## src/hw/rtl/sgan_pkg.sv

```systemverilog
// Shared types and constants for the normalized speaker gain block.
// Holds the queue item, the item classes, register indexes and the
// root table for the fractional power step. No dependencies.
package sgan_pkg;

    localparam int MAX_SPEAKERS_DEF = 32;
    localparam int FIFO_DEPTH       = 2;
    localparam int MAG_W            = 14;
    localparam int SUM_W            = 40;
    localparam int ROOT_W           = 31;

    localparam logic signed [17:0] PI_Q12     = 18'sd12868;
    localparam logic signed [17:0] TWO_PI_Q12 = 18'sd25736;
    localparam logic [15:0]        ONE_Q15    = 16'h8000;

    typedef enum logic [1:0] {
        CFG_AZIMUTH  = 2'd0,
        CFG_WIDTH    = 2'd1,
        CFG_EXPONENT = 2'd2
    } t_cfg_idx;

    typedef enum logic [2:0] {
        K_CENTER  = 3'b001,
        K_OUTSIDE = 3'b010,
        K_RATIO   = 3'b100
    } t_kind;

    typedef struct packed {
        logic [MAG_W-1:0] mag;
        t_kind            kind;
        logic             last;
    } t_item;

    typedef logic [15:0][29:0] t_root_tab;

    // r_0 = 2^29, r_i = isqrt(r_(i-1) << 30): Q30 values of 2^-(2^-i)
    function automatic t_root_tab root_table();
        t_root_tab   tab;
        logic [63:0] r;
        logic [63:0] v;
        logic [63:0] q;
        logic [63:0] b;
        int          i;
        int          j;
        r = 64'd1 << 29;
        for (i = 0; i < 16; i++) begin
            v = r << 30;
            q = 64'd0;
            b = 64'h4000_0000_0000_0000;
            for (j = 0; j < 32; j++) begin
                if (v >= q + b) begin
                    v = v - (q + b);
                    q = (q >> 1) + b;
                end else begin
                    q = q >> 1;
                end
                b = b >> 2;
            end
            r = q;
            tab[i] = r[29:0];
        end
        return tab;
    endfunction

endpackage

```

## src/hw/rtl/sgan_front.sv

```systemverilog
// Front end: wraps the speaker angle against the source azimuth and
// classifies the speaker as centered, outside the source width, or ratio.
// Depends on sgan_pkg.
module sgan_front (
    input  logic signed [15:0] i_speaker_angle,
    input  logic               i_last_speaker,
    input  logic [14:0]        i_azimuth,
    input  logic [15:0]        i_width,
    output sgan_pkg::t_item    o_item
);
    import sgan_pkg::*;

    logic signed [17:0] d0, d1, d2, d2b, d3, dabs;
    logic [15:0]        w_eff;
    logic [MAG_W-1:0]   mag;

    always_comb begin
        d0   = $signed({{2{i_speaker_angle[15]}}, i_speaker_angle}) -
               $signed({3'b000, i_azimuth});
        // the most negative difference needs three turns to reach -pi..pi
        d1   = (d0 < -PI_Q12) ? d0 + TWO_PI_Q12 : d0;
        d2   = (d1 < -PI_Q12) ? d1 + TWO_PI_Q12 : d1;
        d2b  = (d2 < -PI_Q12) ? d2 + TWO_PI_Q12 : d2;
        d3   = (d2b > PI_Q12) ? d2b - TWO_PI_Q12 : d2b;
        dabs = (d3 < 0) ? -d3 : d3;
        mag  = dabs[MAG_W-1:0];
        w_eff = (i_width == 16'd0) ? 16'd1 : i_width;

        o_item.mag  = mag;
        o_item.last = i_last_speaker;
        if (mag == '0) begin
            o_item.kind = K_CENTER;
        end else if ({1'b0, mag, 1'b0} >= w_eff) begin
            o_item.kind = K_OUTSIDE;
        end else begin
            o_item.kind = K_RATIO;
        end
    end

endmodule

```

## config.mk

```make
export PLATFORM = sky130hd
export DESIGN_NAME = sgan_front
export DESIGN_NICKNAME = d
export VERILOG_FILES = /design/src/hw/rtl/sgan_pkg.sv /design/src/hw/rtl/sgan_front.sv
export SDC_FILE = /design/constraint.sdc
export NUM_CORES = 1
export LEC_CHECK = 0
export BUFFER_PORTS_ARGS = -buffer_cell sky130_fd_sc_hd__buf_4
export CORE_ASPECT_RATIO = 1.4
export CORE_MARGIN = 2
export CORE_UTILIZATION = 60
export DETAILED_ROUTE_END_ITERATION = 6
export PLACE_DENSITY = 0.84
export SYNTH_ARGS = -nofsm -noshare
export SYNTH_HDL_FRONTEND = slang
export SYNTH_SLANG_ARGS = --single-unit
```

## constraint.sdc

```tcl
create_clock -name vclk -period 31.5
set_input_delay 1.575 -clock vclk [all_inputs]
set_output_delay 1.575 -clock vclk [all_outputs]
set_load 0.1 [all_outputs]
```

Word level (Yosys, flattened, before mapping)
Cells that the tools add are included.

operators by class
  div/mod/pow operators = 0
  reduce and logical (&&, ||, !) cells = 2
  mux-type cells = 8
  shifts and indexed selects = 0
  equality and inequality tests = 0
  $add $sub $neg = 6
  bitwise operators = 0
  order comparisons = 6
  multipliers = 0

operators with widths
  operator                count
  $mux 18                 4
  $add 18x16->18 const B  2
  $lt 18x15->1 const B    2
  $add 17x16->18 const B  1
  $gt 18x15->1 const B    1
  $lt 18x1->1 const B     1
  $sub 18x16->18 const B  1
  $lt 17x15->1 const B    1
  $sub 16x16->17          1
  $ge 15x16->1            1
  $logic_not 16->1        1
  $mux 16                 1
  $logic_not 14->1        1
  $mux 14                 1
  $neg 14->14             1
  $mux 3                  2

word-level totals
  output and inout bits = 18
  input bits = 48
  word-level logic and storage cells = 22
  memories kept = 0
  bits in registers = 0
  memory bits (read-only) = 0
  bits in latches = 0
  memory bits (writable) = 0

Longest topological paths before layout
Gate-level depths: netlist (run 1).

  word-level depth = 14
  gate-level depth with buffers = 63
  gate-level depth less buffers = 59

Least setup slack after synthesis (run 1)
No wires, ideal clock.

  kind = in2out
  start point = input port i_speaker_angle[0]
  end point = output port o_item[3] in the netlist's numbering
  stages = 61
  data required time = 29925 ps
  setup slack = 15257 ps
  data arrival time = 14668 ps
  buffers on the path = 3
  cells stage by stage = inv_1 ha_1 fa_1 nand2b_1 a21oi_1 xnor2_1 inv_1 ha_1 nor2b_1 nand2_1 nor2_1 o311ai_2 a211o_1 a21oi_4 a211o_1 a211o_1 nand2_1 buf_2 (+25 left out) nand2b_1 a21oi_1 nor2b_1 o21ai_0 nand2b_1 a21oi_1 nor2b_1 o21ai_0 nand2b_1 a21oi_1 nor2b_1 o21ai_0 nand2b_1 a21oi_1 nor2b_1 o21ai_0 a21oi_1 a31oi_1

RTL lines
  what                line             RTL
  start: declaration  sgan_front.sv:5  input logic signed [15:0] i_speaker_angle,
  end: declaration    sgan_front.sv:9  output sgan_pkg::t_item o_item

==> results by group, run 1 <==
Layout
  • Area grow syn2layout: 10.25%
  • Number of diodes: 0
  • Layout fillers: 666
  • Seq cells: 0
  • Clock buffers: 0
  • Share of cells above drive strength 1: 0.1650
  • Seq. cell area: 0 um^2
  • Final Instance Area: 5047 um^2
  • Final nets: 789

Global route
  • Overflow after GRT: 0
  • Wire length of the first global-routing pass: 24,480 um
  • Initial antenna violation count: 0
  • Total track usage: 0.3464
  • Largest net degree at the start of global routing: 22
  • Vias in the first global route: 5,319

Yosys
  • Syn_area_per_cell: 6.905 um^2
  • Area of the mapped netlist: 4578 um^2
  • Post-synthesis sequential area ratio: 0
  • Syn Inst Count: 663
  • Synth unique cells: 94
  • Net Count, Synth: 747
  • YS warnings: 0

Floorplan
  • Die width: 77.83 um
  • Die area: 8355 um^2
  • Rows: 37
  • Chip height: 107.4 um
  • Ports: 66
  • Area of the core: 7361 um^2
  • Initial Util: 0.6220

Setup path
  • CP required: 29.93 ns
  • Buf/Inv on CP: 6
  • Worst setup SP type: primary input
  • Crit-path leading delay family: compound AO/OA/AOI/OAI gates
  • Setup CP Type: in -> out
  • Slowest CP cell: ha_1
  • Worst stage delay on the critical path: 0.73 ns
  • Crit path DAT: 14.10 ns
  • Crit Path Max Fanout: 21
  • Crit path capture type: output port

Place
  • HPWL after DPL: 12,040 um
  • PortBufs: 64
  • Placed Area: 5047 um^2
  • GPL Wtd Cong: 1.032

STA
  • Min Clock Period, post-route: 15.67 ns
  • RSZ-0062 raised after global routing: false
  • Fmax: 63.80 MHz
  • Max_slew headroom: 0.3923
  • Slew at the pin closest to its max-slew limit: 0.8886 ns
  • Final hold slack: 3.150 ns
  • Post-Route Setup TNS: 0 ns
  • Fin. Hold Viols: 0
  • Final Max Slew Viols: 0
  • Setup violations, final: 0
  • Fin crit share: 0.4976

Run status
  • Status: complete, no violations

Min path
  • Hold Path Class: in -> out

Routing
  • Routed WL: 14,640 um
  • Routed wire per std cell: 18.30 um
  • DRC: 0
  • DR iter-0 viols: 429
  • Post-route antenna net violation count: 0
  • Vias/cell: 7.039
  • Total iterations of the first detailed-routing run: 6
  • Routed vias: 5,631

Job
  • Max Cap Violations: 0

Clock network
  • Post_cts resized: 0
  • Cts hold-fix bufs: 0
  • Post-CTS Setup Bufs: 0
metal layers:
layer / global-route usage / share of wire
met5: 0 / 0
met4: 0.1875 / 0.063
met3: 0.01678 / 0.054
met2: 0.6632 / 0.52
met1: 0.3744 / 0.37
per-stage QoR:
step,util,std cells,setup WS [ns]
6_report,0.6857,800,15.83
5_1_grt,0.6857,800,14.84
4_1_cts,0.6857,800,16.03
3_5_place_dp,0.6857,800,16.07
3_3_place_gp,0.6857,800,16.46
2_1_floorplan,-,663,15.26
cells in the mapped netlist (all sizes together) (15+ instances only):
library cell	n	area (um^2)
a21oi	50	276.5
and3	15	93.84
inv	42	157.7
xor2	20	197.7
a211oi	15	170.2
nand3	28	140.1
ha	35	437.9
nor3	19	95.09
nor2	54	215.2
nand2	54	207.7
a31oi	16	100.1
o211ai	18	155.1
xnor2	36	315.3
o21ai	45	244.0
placed cells by master, fill, tap and decap left out, types with 16 or more instances in the layout:
cell type / instances
nand2_1: 52
nor3_1: 19
xnor2_1: 36
ha_1: 35
a31oi_1: 16
o21ai_0: 35
nand3_1: 28
nor2_1: 51
xor2_1: 17
buf_4: 64
a21oi_1: 45
inv_1: 42
final timing paths:
path | start | to | cells after the start | slack (ns)
worst min-delay path | i_last_speaker | o_item[0] | 0 | 3.15
worst max-delay path | i_speaker_angle[0] | o_item[3] | 59 | 15.83
layout make-up:
class,instances,area [um^2],area share
inverter,42,157.7,0.03123
multi-input combinational,597,4288,0.8495
tap,97,121.4,0.02405
timing repair buffer,64,480.5,0.09519
cell families (layout without fill, tap and decap cells):
kind of cell	after synthesis	count (layout)	synth area share
multiplexers	11	11	0.03034
XOR/XNOR	56	56	0.1121
AO/OA/AOI/OAI	247	247	0.4176
AND/OR/NAND/NOR	247	247	0.2766
adder cells (fa/ha/maj)	36	36	0.1000
buffers and inverters	66	106	0.06340
Power of run 1 is left out: the tool's default activity adds up to more than one toggle a clock period on the data nets, which glitch-free logic cannot reach.
==> run 2: changes to the inputs <==
==> constraint.sdc (replaced) <==
create_clock -name vclk -period 16
set_input_delay 0.8 -clock vclk [all_inputs]
set_output_delay 0.8 -clock vclk [all_outputs]
set_load 0.1 [all_outputs]
==> run 2 against run 1 <==
Net effect:
- setup slack got worse by 14 ns
- wire length is essentially flat
- via count shrank 1.5%
- sequential share of layout area stayed put
- sequential cell count did not move
- first-iteration DRC count increased by 18%
- worst hold slack got worse by 1.6 ns
- non-clock buffer count unchanged
- utilization is the same
- die area unchanged
==> results by group, run 2 (synthesized netlist as in run 1, its figures left out) <==
Floorplan
  • Rows: 37
  • Initial Util: 0.6220
  • Area of the core: 7361 um^2
  • Die width: 77.83 um
  • Die area: 8355 um^2
  • Chip height: 107.4 um
  • Ports: 66

Routing
  • Routed wire per std cell: 18.30 um
  • Routed WL: 14,640 um
  • Total iterations of the first detailed-routing run: 5
  • DRC: 0
  • Routed vias: 5,547
  • Post-route antenna net violation count: 0
  • Vias/cell: 6.934
  • DR iter-0 viols: 508

STA
  • Min Clock Period, post-route: 14.32 ns
  • Slew at the pin closest to its max-slew limit: 0.8621 ns
  • Max_slew headroom: 0.4104
  • Final hold slack: 1.600 ns
  • Fmax: 69.84 MHz
  • Fin crit share: 0.8949
  • Setup violations, final: 0
  • Fin. Hold Viols: 0
  • Final Max Slew Viols: 0
  • RSZ-0062 raised after global routing: false
  • Post-Route Setup TNS: 0 ns

Place
  • PortBufs: 64
  • HPWL after DPL: 11,880 um
  • GPL Wtd Cong: 1.035
  • Placed Area: 5047 um^2
  • DP Cell Count: 800

Min path
  • Hold Path Class: in -> out

Setup path
  • CP required: 15.20 ns
  • Crit Path Max Fanout: 21
  • Slowest CP cell: ha_1
  • Crit path capture type: output port
  • Worst stage delay on the critical path: 0.75 ns
  • Worst setup SP type: primary input
  • Setup CP Type: in -> out
  • Crit path DAT: 13.52 ns

Clock network
  • Post-CTS Setup Bufs: 0
  • Cts hold-fix bufs: 0
  • Post_cts resized: 0

Layout
  • Final nets: 789
  • Commonest cells after routing, fill and taps aside: buf_4 (64), nand2_1 (52), nor2_1 (51), a21oi_1 (45), inv_1 (42)
  • Area grow syn2layout: 10.25%
  • Seq cells: 0
  • Layout fillers: 641
  • Seq. cell area: 0 um^2
  • Clock buffers: 0
  • Share of cells above drive strength 1: 0.1650
  • Number of diodes: 0
  • Final Non-Filler Cells: 800
  • Commonest non-fill, non-tap cell in the layout: buf_4
  • Final Instance Area: 5047 um^2

Global route
  • Overflow after GRT: 0
  • Vias in the first global route: 5,299
  • Wire length of the first global-routing pass: 24,270 um
  • Largest net degree at the start of global routing: 22
  • Total track usage: 0.3430
  • Initial antenna violation count: 0

Job
  • Max Cap Violations: 0

Run status
  • Status: complete, no violations
[run 2: cell counts in the layout (fill, tap and decap cells not counted)]
Identical to the previous run, type by type.
[run 2: layout make-up]
type                       instances  area (um^2)  area share
inverter                          42        157.7     0.03123
multi-input combinational        597         4288      0.8495
tap                               97        121.4     0.02405
timing repair buffer              64        480.5     0.09519
[run 2: final timing paths]
| kind | startpoint | endpoint | slack (ns) | cells past startpoint |
|---|---|---|---|---|
| worst max-delay path | i_speaker_angle[0] | o_item[3] | 1.68 | 59 |
| worst min-delay path | i_last_speaker | o_item[0] | 1.60 | 0 |
[run 2: metrics by stage]
step                      setup WS, ns  utilization
final                            1.682       0.6857
after global routing            0.7771       0.6857
after floorplan                  1.307            -
after global placement           2.514       0.6857
after CTS                        2.041       0.6857
after detailed placement         2.104       0.6857
[run 2: worst max-delay path, delay by kind of cell]
family / cells / cell delay [ns]
AND/OR/NAND/NOR: 17 / 2.36
buffers and inverters: 6 / 1.05
adder cells (fa/ha/maj): 7 / 2.46
AO/OA/AOI/OAI: 26 / 6.11
XOR/XNOR: 3 / 0.68
[run 2: per-layer routing]
| metal | vias to the layer above | global-route usage | share of wire |
|---|---|---|---|
| met3 | 62 | 0.01091 | 0.047 |
| met5 | - | 0 | 0 |
| met4 | 0 | 0.1594 | 0.050 |
| met1 | 2593 | 0.3752 | 0.37 |
| li1 | 2634 | - | - |
| met2 | 258 | 0.6681 | 0.53 |
Power of run 2 is left out for the same reason.
