### src/hw/rtl/sgan_pkg.sv
// Shared types and constants for the normalized speaker gain block.
// Holds the queue item, the item classes, register indexes and the
// root table for the fractional power step. No dependencies.
package sgan_pkg;

    localparam int MAX_SPEAKERS_DEF = 32;
    localparam int FIFO_DEPTH       = 2;
    localparam int MAG_W            = 14;
    localparam int SUM_W            = 40;
    localparam int ROOT_W           = 31;

    localparam logic signed [17:0] PI_Q12     = 18'sd12868;
    localparam logic signed [17:0] TWO_PI_Q12 = 18'sd25736;
    localparam logic [15:0]        ONE_Q15    = 16'h8000;

    typedef enum logic [1:0] {
        CFG_AZIMUTH  = 2'd0,
        CFG_WIDTH    = 2'd1,
        CFG_EXPONENT = 2'd2
    } t_cfg_idx;

    typedef enum logic [2:0] {
        K_CENTER  = 3'b001,
        K_OUTSIDE = 3'b010,
        K_RATIO   = 3'b100
    } t_kind;

    typedef struct packed {
        logic [MAG_W-1:0] mag;
        t_kind            kind;
        logic             last;
    } t_item;

    typedef logic [15:0][29:0] t_root_tab;

    // r_0 = 2^29, r_i = isqrt(r_(i-1) << 30): Q30 values of 2^-(2^-i)
    function automatic t_root_tab root_table();
        t_root_tab   tab;
        logic [63:0] r;
        logic [63:0] v;
        logic [63:0] q;
        logic [63:0] b;
        int          i;
        int          j;
        r = 64'd1 << 29;
        for (i = 0; i < 16; i++) begin
            v = r << 30;
            q = 64'd0;
            b = 64'h4000_0000_0000_0000;
            for (j = 0; j < 32; j++) begin
                if (v >= q + b) begin
                    v = v - (q + b);
                    q = (q >> 1) + b;
                end else begin
                    q = q >> 1;
                end
                b = b >> 2;
            end
            r = q;
            tab[i] = r[29:0];
        end
        return tab;
    endfunction

endpackage

### src/hw/rtl/sgan_fifo.sv
// Short queue between the front end and the gain engine.
// Depends on sgan_pkg for the item type and depth.
module sgan_fifo (
    input  logic            i_clk,
    input  logic            i_rst_n,
    input  logic            i_push,
    input  sgan_pkg::t_item i_data,
    output logic            o_full,
    input  logic            i_pop,
    output sgan_pkg::t_item o_data,
    output logic            o_empty
);
    import sgan_pkg::*;

    localparam int PTR_W = (FIFO_DEPTH > 1) ? $clog2(FIFO_DEPTH) : 1;
    localparam int CNT_W = $clog2(FIFO_DEPTH + 1);

    t_item            r_mem [FIFO_DEPTH];
    logic [PTR_W-1:0] r_wr_ptr, r_rd_ptr;
    logic [CNT_W-1:0] r_count;

    assign o_full  = (r_count == CNT_W'(FIFO_DEPTH));
    assign o_empty = (r_count == '0);
    assign o_data  = r_mem[r_rd_ptr];

    function automatic logic [PTR_W-1:0] ptr_inc(input logic [PTR_W-1:0] p);
        return (p == PTR_W'(FIFO_DEPTH - 1)) ? '0 : p + 1'b1;
    endfunction

    always_ff @(posedge i_clk) begin
        if (i_push) begin
            r_mem[r_wr_ptr] <= i_data;
        end
    end

    always_ff @(posedge i_clk) begin
        if (!i_rst_n) begin
            r_wr_ptr <= '0;
            r_rd_ptr <= '0;
            r_count  <= '0;
        end else begin
            if (i_push) begin
                r_wr_ptr <= ptr_inc(r_wr_ptr);
            end
            if (i_pop) begin
                r_rd_ptr <= ptr_inc(r_rd_ptr);
            end
            if (i_push && !i_pop) begin
                r_count <= r_count + 1'b1;
            end else if (!i_push && i_pop) begin
                r_count <= r_count - 1'b1;
            end
        end
    end

endmodule

### config.mk
export PLATFORM = sky130hd
export DESIGN_NAME = sgan_fifo
export DESIGN_NICKNAME = d
export VERILOG_FILES = /design/src/hw/rtl/sgan_pkg.sv /design/src/hw/rtl/sgan_fifo.sv
export SDC_FILE = /design/constraint.sdc
export NUM_CORES = 1
export LEC_CHECK = 0
export ABC_CLOCK_PERIOD_IN_PS = 2150
export BUFFER_PORTS_ARGS = -buffer_cell sky130_fd_sc_hd__buf_2
export CAP_MARGIN = 0
export CORE_MARGIN = 4
export CORE_UTILIZATION = 50
export CTS_BUF_LIST = sky130_fd_sc_hd__clkbuf_8
export CTS_CLUSTER_DIAMETER = 150
export DETAILED_ROUTE_END_ITERATION = 12
export GPL_TIMING_DRIVEN = 1
export PLACE_DENSITY_LB_ADDON = 0.05
export SLEW_MARGIN = 20
export SYNTH_ARGS = -nofsm -noshare
export SYNTH_HDL_FRONTEND = slang
export SYNTH_SLANG_ARGS = --single-unit
### constraint.sdc
create_clock -name i_clk -period 2.15 [get_ports i_clk]
set_input_delay 0.43 -clock i_clk [delete_from_list [all_inputs] [get_ports i_clk]]
set_output_delay 0.43 -clock i_clk [all_outputs]
set_load 0.01 [all_outputs]
Yosys cells after proc, flatten, opt, wreduce, memory -nomap -nowiden

Memory sizes are Yosys's and may differ from the RTL's. A register that Yosys moved wholly into a read port is not among the register bits.
Cells that the tools add are included.
W data, S select, Z words.

Equality and inequality tests: 1
$add $sub $neg: 4
Muxes and demuxes: 8
Reductions and logical operators: 6

Operators by type and width:

| operator              | number |
|---|---|
| $mux W1               | 6 |
| $mux W2               | 2 |
| $add A1 B1 Y1 const B | 2 |
| $add A2 B1 Y2 const B | 1 |
| $eq A2 B2 Y1 const B  | 1 |
| $logic_and A1 B1 Y1   | 2 |
| $logic_not A1 Y1      | 2 |
| $logic_not A2 Y1      | 1 |
| $reduce_bool A2 Y1    | 1 |
| $sub A2 B1 Y2 const B | 1 |

Output and inout port bits: 20
Memory bits (writable): 36
Flip-flop bits (word level): 4
Bits of input ports: 22
Memories kept: 1

Memory list:

| memory | depth | bits a word | read ports | clocked after memory_dff | wr ports | line            | text |
|---|---|---|---|---|---|---|---|
| r_mem  | 2     | 18          | 1          | 1                        | 1        | sgan_fifo.sv:18 | `t_item r_mem [FIFO_DEPTH];` |

Logic depth before layout (Yosys ltp)

Gate-level depths: netlist of run 1.

Depth in word-level cells: 4
Gate-level depth with buffers: 5

Worst setup path before layout of run 1

No wires, ideal clock.

Path kind: input to register
From: input i_push
To: memory r_mem[0][0] (netlist name) (enable)
Setup slack: 443 ps
Data arrival time: 1311 ps
Stages: 1
Cell sequence: nor2b_1

Cells in the longest elaborated chain, start to end: 2

Ends and longest elaborated chain:

| item                          | line            | text |
|---|---|---|
| start: declaration            | sgan_fifo.sv:6  | `input logic i_push,` |
| $mux W1                       | sgan_fifo.sv:31 | `if (i_push) begin` |
| $mux W1 (not written as such) | sgan_fifo.sv:32 | `r_mem[r_wr_ptr] <= i_data;` |
| end: declaration              | sgan_fifo.sv:18 |  |

No other way between the ends.

==> results of run 1 <==
[worst max-delay path, delay by kind of cell (launching register included)]
family	cells	cell delay [ps]
buffers and inverters	2	330
DFF	1	330
muxes	1	350
[stage by stage]
step                std cells  hold WS (ps)  setup WS, ps   util  power [mW]
detailed placement        153           491           697  0.632        1.15
floorplan                  78           466           443      -        1.06
finish                    161           329           422  0.661        1.58
global route              161           315           331  0.661        1.66
CTS                       161           325           402  0.661        1.60
global placement          153           484           726  0.632        1.14
[cell usage after synthesis]
library cell	instances
xor2_1	2
inv_1	1
mux2_2	18
or3_1	1
nor2_1	1
and2b_2	1
nor2b_1	2
ha_1	1
o21ai_0	1
and2_1	4
dfxtp_1	5
a21boi_1	1
xnor2_1	1
o21a_1	1
edfxtp_1	36
buf_4	1
buf_2	1
[metal layers]
layer | GRT usage | up-vias
met5 | 0 | -
met4 | 0.0579 | 0
met3 | 0.0622 | 6
met2 | 0.227 | 26
met1 | 0.135 | 374
li1 | - | 394
[worst paths after layout]
kind              start           to  depth (start not counted)
min reg2reg  r_count[1]   r_count[1]                          2
min           i_data[2]  r_mem[1][2]                          1
max            register    o_data[4]                          3
max reg2reg  r_count[0]   r_count[1]                          3
[cells in the final DEF, fill, tap and decap left out, types with 2 or more instances in the layout]
master	instances
and2_1	4
buf_2	41
buf_4	5
clkbuf_8	5
clkinv_2	2
dfxtp_1	5
edfxtp_1	36
inv_1	2
mux2_2	18
xor2_1	2
[area by class of cell]
class | instances | area, um2 | area share
Tap cell | 31 | 38.8 | 0.0207
Timing Repair Buffer | 46 | 243 | 0.130
Sequential cell | 41 | 1180 | 0.632
Clock inverter | 3 | 13.8 | 0.00736
Multi-Input combinational cell | 34 | 320 | 0.171
Inverter | 1 | 3.75 | 0.00201
Clock buffer | 5 | 68.8 | 0.0368
[flip-flops by register name (all words and copies together), names as in the netlist, named ones only]
name / cells
r_mem: 36
r_rd_ptr: 1
r_wr_ptr: 1
r_count: 2
[power by group]
part,total [mW],internal [mW],switching (mW)
logic,0.196,0.103,0.0935
registers,0.931,0.915,0.0158
clock network,0.458,0.220,0.238
total,1.58,1.24,0.347
[logic make-up (layout without fill, tap and decap cells)]
| kind of cell | after synthesis | in the layout | share of synthesized area |
|---|---|---|---|
| fa+ha+maj | 1 | 1 | 0.00826 |
| simple gates | 9 | 9 | 0.0372 |
| flops | 41 | 41 | 0.780 |
| buf+inv | 3 | 55 | 0.0107 |
| compound gates | 3 | 3 | 0.0132 |
| xor+xnor | 3 | 3 | 0.0173 |
| mux | 18 | 18 | 0.134 |
==> results.cfg, run 1 <==
[placed_design]
gp_congestion = 0.642
dp_hpwl_um = 1660
dpl-instance-area_um2 = 1790
io_buffer_count = 41

[final_layout]
drive_above_1_share = 0.562
fillers = 202
nNetsFinal = 152
antenna_cells = 0
syn2layout_area_growth_pct = 23.4
fin_area_um2 = 1870

[detailed_routing]
post_drt_wl_per_cell_um = 14.6
dr_wl_met2_um = 1230
drc = 0
first_pass_iters = 3
antenna_left = 0
met3_length_um = 191
wl_met1_um = 897
vias = 800
highest_layer = met4
drt-vias-per-instance = 4.97
drtIter0Drc = 11
routed_wl_um = 2360

[global_route]
grt_pass1_vias = 860
grt.total_usage = 0.131
gr-total-overflow = 0
grt_max_degree = 20
antenna_found_initial = 0
grt_first_pass_wirelength_um = 3860

[timing]
hold_viol_final = 0
clock.fmax_mhz = 579
slew_headroom = 0.837
rsz0062_at_grt = no
skew_ps = 4.98
period_needed_ps = 1730
tns_ps = 0
period_share = 0.804
finalSetupViolations = 0
slew_viol_final = 0
worst_slew_pin_slew_ps = 245

[yosys]
synth_area_um2 = 1520
netlist_instances = 78
syn_avg_cell_area_um2 = 19.4
synth.yosys.seq_area_share = 0.780
synthTopCellsByArea = edfxtp_1 (71%), mux2_2 (13%), dfxtp_1 (6.6%)
synth_top_area_cell = edfxtp_1
yosysUniqueCellTypes = 17
ys_seq_elements = 41
syn-num-nets = 101
yosysWarnings = 0
synth_top_area_frac = 0.713

[cts]
cts_made_buffers = 5
clk_transition_reported_paths_ps = 70
h-tree-depth = 2
clk_latency_ps = 280
cts.repair.resized = 0
clock-root-buffer = clkbuf_8
clockBufferDepth = 2
ctsHoldBuffers = 0
cts_num_sinks = 41
cts_setup_buffers = 0
tritoncts = built

[floorplan]
die_h_um = 63.1
start_util = 0.536
rows = 19
die_area_um2 = 3980
die_w_um = 63.1
ios = 42
core_area_um2 = 2830

[setup_path]
arrival_ps = 1300
cp.required_ps = 1720
path_max_fanout = 10
slowest_delay_ps = 350
setup.worst_path.end_class = output port
r2r_setup_slack_ps = 1120
path_cells = buf_4 -> mux2_2 -> buf_2
slowest_stage = mux2_2
startpoint_type = register
crit_type = register to output port

[power]
peakVddDrop_mv = 0.612
leakagePower_nw = 0.742
power.density_nw_per_um2 = 848

[min_path]
hold_class = input pin to register

[outcome]
outcome = finished clean

[job]
cap_viol_max_count = 0
Note: power is estimated with default switching activity, not from simulation.
==> run 2, diff against run 1 <==
--- a/config.mk
+++ b/config.mk
@@ -5,7 +5,7 @@
 export SDC_FILE = /design/constraint.sdc
 export NUM_CORES = 1
 export LEC_CHECK = 0
-export ABC_CLOCK_PERIOD_IN_PS = 2150
+export ABC_CLOCK_PERIOD_IN_PS = 1700
 export BUFFER_PORTS_ARGS = -buffer_cell sky130_fd_sc_hd__buf_2
 export CAP_MARGIN = 0
 export CORE_MARGIN = 4
==> constraint.sdc (replaced) <==
create_clock -name i_clk -period 1.7 [get_ports i_clk]
set_input_delay 0.34 -clock i_clk [delete_from_list [all_inputs] [get_ports i_clk]]
set_output_delay 0.34 -clock i_clk [all_outputs]
set_load 0.01 [all_outputs]
==> run 2 against run 1 <==
- largest power group unchanged
- power up 25%
- sequential cell count unchanged
- critical path type unchanged
- highest routed layer unchanged
- core utilization down 0.088 points
- clock skew down 2.9 ps
- combinational power up 27%
- cell count unchanged
- clock power up 22%
==> results.cfg, run 2 (synthesis gave the netlist of run 1 again) <==
[power]
swShare = 0.214
leakagePower_nw = 0.741
p_comb_frac = 0.125
internal_power_mw = 1.56
p_clk_frac = 0.282
peakVddDrop_mv = 0.832
power.density_nw_per_um2 = 1060
pwr-share-seq = 0.593
switchingPower_mw = 0.425
p_total_mw = 1.99

[cts]
ctsHoldBuffers = 0
clock-root-buffer = clkbuf_8
clockBufferDepth = 2
tritoncts = built
cts.repair.resized = 0
clk_latency_ps = 280
clk_transition_reported_paths_ps = 70
cts_num_sinks = 41
cts_made_buffers = 5
h-tree-depth = 2
cts_setup_buffers = 0

[outcome]
outcome = finished clean

[placed_design]
io_buffer_count = 41
gp_congestion = 0.642
dp_hpwl_um = 1620

[timing]
worst_slew_pin_slew_ps = 251
rsz0062_at_grt = no
hold_viol_final = 0
tns_ps = 0
period_share = 0.957
slew_viol_final = 0
period_needed_ps = 1630
clock.fmax_mhz = 615
skew_ps = 2.13
finalSetupViolations = 0
slew_headroom = 0.833

[detailed_routing]
drt-vias-per-instance = 5.01
first_pass_iters = 3
drtIter0Drc = 17
routed_wl_um = 2290
antenna_left = 0
post_drt_wl_per_cell_um = 14.2
vias = 807
drc = 0

[final_layout]
regMostFlops = r_mem
drive_above_1_share = 0.546
reg_top3 = r_mem (36), r_count (2)
final_common_cell = buf_2
largest_reg_flops = 36
final_cell_mix = buf_2 (41), edfxtp_1 (36), mux2_2 (18)
antenna_cells = 0
syn2layout_area_growth_pct = 23.2
nNetsFinal = 152

[setup_path]
crit_buf_inv = 2
crit_cells = 3
arrival_ps = 1290
setup.worst_path.end_class = output port
slowest_delay_ps = 350
slowest_stage = mux2_2
rr_worst_depth = 2
path_cells = buf_4 -> mux2_2 -> buf_2
cp.required_ps = 1360
startpoint_type = register
path_delay_family = multiplexers
crit_type = register to output port
path_max_fanout = 10

[global_route]
grt_first_pass_wirelength_um = 3770
grt.total_usage = 0.129
grt_pass1_vias = 850
grt_max_degree = 20
gr-total-overflow = 0
antenna_found_initial = 0

[floorplan]
start_util = 0.536
die_area_um2 = 3980
die_w_um = 63.1
rows = 19
ios = 42
die_h_um = 63.1
core_area_um2 = 2830

[job]
cap_viol_max_count = 0

[min_path]
hold_class = input pin to register
holdPathStages = 1
## run 2: changes by cell type in the layout (fill, tap and decap cells not counted)
cell and delta:
inv_1 +1, clkinv_2 -2, clkinv_1 +1
## run 2: per-stage QoR
step	cells	setup slack (ps)	cell area [um2]	hold WS, ps	utilization
6_report	161	73.5	1870	247	0.660
2_1_floorplan	78	83.4	1520	439	-
3_5_place_dp	153	359	1790	495	0.632
4_1_cts	161	47.6	1870	235	0.660
3_3_place_gp	153	369	1790	484	0.632
5_1_grt	161	8.11	1870	231	0.660
## run 2: cell type report
| type | instances | area (um2) |
|---|---|---|
| clock buffer | 5 | 68.8 |
| clock inverter | 3 | 11.3 |
| fill | 212 | 962 |
| inverter | 1 | 3.75 |
| multi-input combinational | 34 | 320 |
| sequential | 41 | 1180 |
| tap | 31 | 38.8 |
| timing repair buffer | 46 | 243 |
## run 2: power groups by stage
stage                     combinational, mW  clock [mW]  sequential [mW]
after floorplan                       0.149           0             1.19
after global placement                0.249           0             1.20
after detailed placement              0.254           0             1.20
after CTS                             0.255       0.583             1.18
after global routing                  0.278       0.628             1.18
final                                 0.249       0.560             1.18
## run 2: path summary, 6_finish.rpt
| path | startpoint | end | slack (ps) |
|---|---|---|---|
| min reg2reg | r_count[1] | r_count[1] | 510 |
| max | register | o_data[9] | 70 |
| min | i_data[0] | r_mem[0][0] | 250 |
| max reg2reg | r_wr_ptr | r_mem[0][4] | 680 |
## run 2: routing by layer
metal / vias up / part of all wire / GRT usage
li1: 396 / - / -
met1: 381 / 0.39 / 0.142
met2: 25 / 0.54 / 0.221
met3: 5 / 0.058 / 0.0409
met4: 0 / 0.019 / 0.0661
met5: - / 0 / 0
